**src/rtl/core/tks_pkg.sv**
```systemverilog
package tks_pkg;

  localparam int CAPACITY_DEF   = 64;
  localparam int SCORE_BITS_DEF = 32;
  localparam int ID_BITS_DEF    = 16;

  localparam int            KEEP_W     = 7;
  localparam logic [KEEP_W-1:0] KEEP_RESET = 7'd64;

  typedef enum logic [1:0] {
    OP_HOLD,
    OP_INSERT,
    OP_SHIFT_OUT
  } cell_op_t;

  typedef enum logic {
    ST_COLLECT,
    ST_DRAIN
  } sel_state_t;

endpackage

```
**src/rtl/core/tks_cell.sv**
```systemverilog
module tks_cell import tks_pkg::*; #(
  parameter int SCORE_BITS = SCORE_BITS_DEF,
  parameter int ID_BITS    = ID_BITS_DEF
) (
  input  logic                  clk,
  input  logic                  rst_n,
  input  cell_op_t              op,
  input  logic                  keep_en,
  input  logic [SCORE_BITS-1:0] new_score,
  input  logic [ID_BITS-1:0]    new_id,
  input  logic [SCORE_BITS-1:0] prev_score,
  input  logic [ID_BITS-1:0]    prev_id,
  input  logic                  prev_valid,
  input  logic                  prev_above,
  input  logic [SCORE_BITS-1:0] next_score,
  input  logic [ID_BITS-1:0]    next_id,
  input  logic                  next_valid,
  output logic [SCORE_BITS-1:0] score,
  output logic [ID_BITS-1:0]    id,
  output logic                  valid,
  output logic                  above
);

  logic [SCORE_BITS-1:0] score_r, score_nxt;
  logic [ID_BITS-1:0]    id_r, id_nxt;
  logic                  valid_r, valid_nxt;

  // new item ranks above this cell's entry, or the cell is empty
  assign above = !valid_r || (new_score > score_r) ||
                 ((new_score == score_r) && (new_id < id_r));

  always_comb begin
    score_nxt = score_r;
    id_nxt    = id_r;
    valid_nxt = valid_r;
    case (op)
      OP_INSERT: begin
        if (prev_above) begin
          score_nxt = prev_score;
          id_nxt    = prev_id;
          valid_nxt = prev_valid;
        end else if (above) begin
          score_nxt = new_score;
          id_nxt    = new_id;
          valid_nxt = 1'b1;
        end
        valid_nxt = valid_nxt && keep_en;
      end
      OP_SHIFT_OUT: begin
        score_nxt = next_score;
        id_nxt    = next_id;
        valid_nxt = next_valid;
      end
      default: begin
      end
    endcase
  end

  always_ff @(posedge clk) begin
    if (!rst_n) begin
      valid_r <= 1'b0;
    end else begin
      valid_r <= valid_nxt;
    end
  end

  always_ff @(posedge clk) begin
    score_r <= score_nxt;
    id_r    <= id_nxt;
  end

  assign score = score_r;
  assign id    = id_r;
  assign valid = valid_r;

endmodule

```
**config.mk**
```make
export PLATFORM = sky130hd
export DESIGN_NAME = tks_cell
export DESIGN_NICKNAME = d
export VERILOG_FILES = /design/src/rtl/core/tks_pkg.sv /design/src/rtl/core/tks_cell.sv
export SDC_FILE = /design/constraint.sdc
export NUM_CORES = 1
export LEC_CHECK = 0
export CAP_MARGIN = 20
export CORE_MARGIN = 2
export CORE_UTILIZATION = 35
export DETAILED_ROUTE_END_ITERATION = 6
export DONT_BUFFER_PORTS = 1
export HOLD_SLACK_MARGIN = 0.05
export PLACE_DENSITY = 0.58
export SYNTH_ARGS = -nofsm -noshare
export SYNTH_HDL_FRONTEND = slang
export SYNTH_SLANG_ARGS = --single-unit
```
**constraint.sdc**
```tcl
create_clock -name clk -period 5.87 [get_ports clk]
set_input_delay 0.587 -clock clk [delete_from_list [all_inputs] [get_ports clk]]
set_output_delay 0.587 -clock clk [all_outputs]
set_load 0.01 [all_outputs]
```
* Yosys cells after proc, flatten, opt, wreduce, memory -nomap -nowiden *
Cells that the tools add are included.

word-level totals
  bits in registers = 49
  output and inout bits = 50

cells by class
  order comparisons = 2
  equality and inequality tests = 4
  multiplexer cells = 10
  reduce and logical (&&, ||, !) cells = 7

operators with widths
  cell                  number
  $mux W32              2
  $pmux W32 S2          1
  $eq A32 B32 Y1        1
  $gt A32 B32 Y1        1
  $mux W16              2
  $pmux W16 S2          1
  $lt A16 B16 Y1        1
  $mux W1               3
  $ne A3 B3 Y1 const B  1
  $eq A2 B1 Y1 const B  1
  $eq A2 B2 Y1 const B  1
  $logic_and A1 B1 Y1   2
  $logic_or A1 B1 Y1    2
  $pmux W1 S2           1
  $reduce_and A2 Y1     1
  $reduce_bool A2 Y1    1
  $logic_not A1 Y1      1

* Depth between registers and ports, before layout *
  depth after elaboration = 8
  depth in mapped cells = 8
  mapped depth without buffers = 8

* Least setup slack after synthesis *
OpenSTA, ideal clock, no wires.

  path type = input -> register
  start point = input new_score[13]
  end point = register id_r[0], in the netlist id[0], enable pin
  library setup time = 0.482 ns
  arrival = 4.320 ns
  data required time = 5.388 ns
  slack = 1.068 ns
  stages on the path = 6
  cell sequence = ha_1 -> nand4_1 -> nor4_1 -> and2_1 -> o2111ai_1 -> a31oi_1

on the way
  cells in the longest elaborated chain, start to end = 5

ends and longest elaborated chain
  what                                                       line                            RTL
  from (decl)                                                tks_cell.sv:9                   input logic [SCORE_BITS-1:0] new_score,
  $gt A32 B32 Y1 or $eq A32 B32 Y1 (tied branches)           tks_cell.sv:29, tks_cell.sv:30
  $logic_or A1 B1 Y1 or $logic_and A1 B1 Y1 (tied branches)  tks_cell.sv:29, tks_cell.sv:30
  $logic_or A1 B1 Y1 *                                       tks_cell.sv:29                  assign above = !valid_r || (new_score > score_r) ||
  $ne A3 B3 Y1 (no line) *                                   --
  $reduce_and A2 Y1 (no line) *                              --
  to (signal assigned)                                       tks_cell.sv:69                  id_r <= id_nxt;
  to (decl)                                                  tks_cell.sv:25                  logic [ID_BITS-1:0] id_r, id_nxt;

Every way passes the cells marked *; elsewhere a longest branch is shown, timed or not.
A chain may end at the register's enable or synchronous reset.

* Worst setup path in the final report *
  start point = register score_r[13], in the netlist score[13]
  end point = register score_r[7], in the netlist score[7], enable pin

on the way
  cells in the longest elaborated chain, start to end = 5

ends and longest elaborated chain
  what                                                       line                            RTL
  from (decl)                                                tks_cell.sv:24                  logic [SCORE_BITS-1:0] score_r, score_nxt;
  from (signal assigned)                                     tks_cell.sv:68                  score_r <= score_nxt;
  $gt A32 B32 Y1 or $eq A32 B32 Y1 (tied branches)           tks_cell.sv:29, tks_cell.sv:30
  $logic_or A1 B1 Y1 or $logic_and A1 B1 Y1 (tied branches)  tks_cell.sv:29, tks_cell.sv:30
  $logic_or A1 B1 Y1 *                                       tks_cell.sv:29
  $ne A3 B3 Y1 (no line) *                                   --
  $reduce_and A2 Y1 (no line) *                              --

Marks and branches as above.

==> metrics.txt <==
Post-CTS Setup Inserts=0; die span in y=around 110 um; Leak=between 1.5 and 2 nW; gp weighted congestion=around 0.76; Worst Setup Start Kind=flop; routed wire length per instance=around 17 um; top_reg_cell synth=edfxtp_1; std cell rows=37; Post-Syn Instances=392; vias=approximately 2.7k; syn nets=~590; clock tree root buffer cell=clkbuf_8; worst rel slew slack=~43%; Setup TNS=0 ns; initial antenna violation count=0; net count reported at finish=585; Hold Violations, Final=0; Worst Path Max Fanout=25; routed wire length=just under 9000 um; die area=0.0115 sq mm; Top Ports=between 200 and 250; first-pass GRT wire length=between 10,000 and 15,000 um; Core Util, Final=a little under two fifths; crit path cell chain=inv_1 > ha_1 > nand4_1 > nor4_1 > and2_1 > o2111ai_1 > a31oi_4 > buf_4; area growth from synthesis to layout=5.62%; Post-CTS Resized=0; Worst Path Class, Setup=flop to flop; Cell Area, Synth=between 0.003 and 0.004 sq mm; synthesized area per cell=~9.5 sq um; Starting Density=between 30% and 40%; fraction of layout cells with a size suffix above 1=2.86%; Final Max Tran Viols=0; most used routing layer=met2; Max Cap Viol=0; DR iter-0 viols=64; WP data arrival=between 3 and 4 ns; Post-synth EDFFs=48; most frequent cells after synthesis=nand2_1 (56), o21ai_0 (54), inv_1 (51); PD cells=just over 200 mW/mm^2; Final HPWL DP=7270 um; antenna viol nets, final=0; Non-Filler Instances=520; gr usage total=between 10 and 15%; Slew @ Worst Pin=about 0.86 ns; n_diodes=0; # fillers=around 1.1k; DRC viols=0; maximum number of pins on one net before global-route repair=99; Worst Skew=0.00641 ns; global-route met2 utilization=around a quarter; H-Tree Level Count=2; Max Fclk=287 MHz; M1 GR Usage=18.2%; Distinct cells, synth=30; max incr delay on CP=roughly 0.76 ns; largest cells by area after synthesis=edfxtp_1 (39%), ha_1 (16%), mux2i_1 (13%), o21ai_0 (7.3%), nand2_1 (5.7%); Vias per Instance=about 5.3; Slowest-stage cell, CP=a31oi_4; TritonCTS clock tree=yes; Worst-Skew Late Latency=0.29 ns; core area=slightly above 0.01 sq mm; # setup viols final=0; fin crit share=59.4%; Longest Clk Path Bufs=2; RSZ-0062 raised after global routing=no; Ys Warns=0; cell taking the most area after synthesis=edfxtp_1; number of global-route vias before repair=2,660; clk slew on worst S/H paths=0.09 ns; chip width=~110 um; Buffers on Ports=0; Worst Setup End Kind=flop; M3 GR Usage=approximately 3.6%; Hold Path Class=primary input to flop; Hold Buf Count CTS=0; Post-synth ARST share=0%; Sink Count=49; remaining global-route overflow=0; crit path time final=roughly 3.5 ns; number of buffers created by CTS=5; Placed Cells=513; status=completed; DRT Pass-1 Iters=6; Synth top area share=between 30% and 40%; sequential area share after synthesis=between 30 and 40%; count leader, synth=nand2_1; Max VDD drop=0.0880 mV; Synth Register Bits=roughly 50; WP data required=approximately 5.8 ns
==> placed cells by master, fill, tap and decap left out, types with 2 or more instances in the layout <==
cell / instances
inv_1: 51
nand2_1: 56
buf_4: 2
ha_1: 48
nor4_1: 2
a211oi_1: 2
and4_1: 3
a21o_1: 2
edfxtp_1: 48
clkbuf_8: 5
mux2i_1: 48
a21oi_1: 21
nor2b_1: 3
nand3_1: 6
nor2_1: 6
o21ai_0: 54
nand4_1: 10
and2_1: 2
==> cell families after synthesis <==
logic type | after synthesis | share of synthesized area [%]
AND/OR/NAND/NOR | 91 | 11.4
AO/OA/AOI/OAI | 87 | 12.8
buffers and inverters | 68 | 7.04
adder cells (fa/ha/maj) | 49 | 16.5
flip-flops | 49 | 39.3
multiplexers | 48 | 12.9
==> power by group <==
group	internal, W	switching (W)
logic	0.0000700	0.0000886
registers	0.000426	0.0000359
clock network	0.0000807	0.000105
total	0.000576	0.000230
==> metal layers <==
metal | share of wire, % | up-vias
met5 | 0 | -
met2 | 48 | 131
met1 | 42 | 1231
met4 | 1.8 | 0
li1 | - | 1378
met3 | 8.1 | 7
==> stage by stage <==
step	instance area, sq um	worst slack [ns]	hold slack [ns]	power [W]
floorplan	3720	1.07	0.618	0.000595
global placement	3850	2.29	0.704	0.000627
finish	3930	2.38	0.428	0.000806
global route	3930	1.96	0.404	0.000865
detailed placement	3850	2.20	0.724	0.000632
CTS	3930	2.25	0.417	0.000824
==> path summary, 6_finish.rpt <==
path              cells past startpoint                 end  slack [ns]                 from
setup reg to reg                      8  score[7]$_DFFE_PP_        2.38  score[13]$_DFFE_PP_
hold reg to reg                       3  valid$_SDFFE_PN0P_        0.72   valid$_SDFFE_PN0P_
setup / recovery                      8  score[7]$_DFFE_PP_        2.38  score[13]$_DFFE_PP_
hold / removal                        1  valid$_SDFFE_PN0P_        0.43                rst_n
==> state kept, by name, summed over array words and instances, names as in the netlist <==
register and flops:
score 32, id 16, valid 1
==> layout make-up <==
type	instances	area, sq um	share of cell area [%]
Tap cell	136	170	4.34
Timing Repair Buffer	2	15.0	0.383
Multi-Input combinational cell	275	2010	51.2
Clock inverter	1	3.75	0.0956
Sequential cell	49	1460	37.2
Clock buffer	6	72.6	1.85
Inverter	51	191	4.88
==> critical path, delay by kind of cell, from the launching register on <==
kind,cells,cell delay [ns]
AO/OA/AOI/OAI,2,0.94
adder cells (fa/ha/maj),1,0.29
buffers and inverters,2,0.52
flip-flops,1,0.45
AND/OR/NAND/NOR,3,0.93
Note: power is estimated with default switching activity, not from simulation.
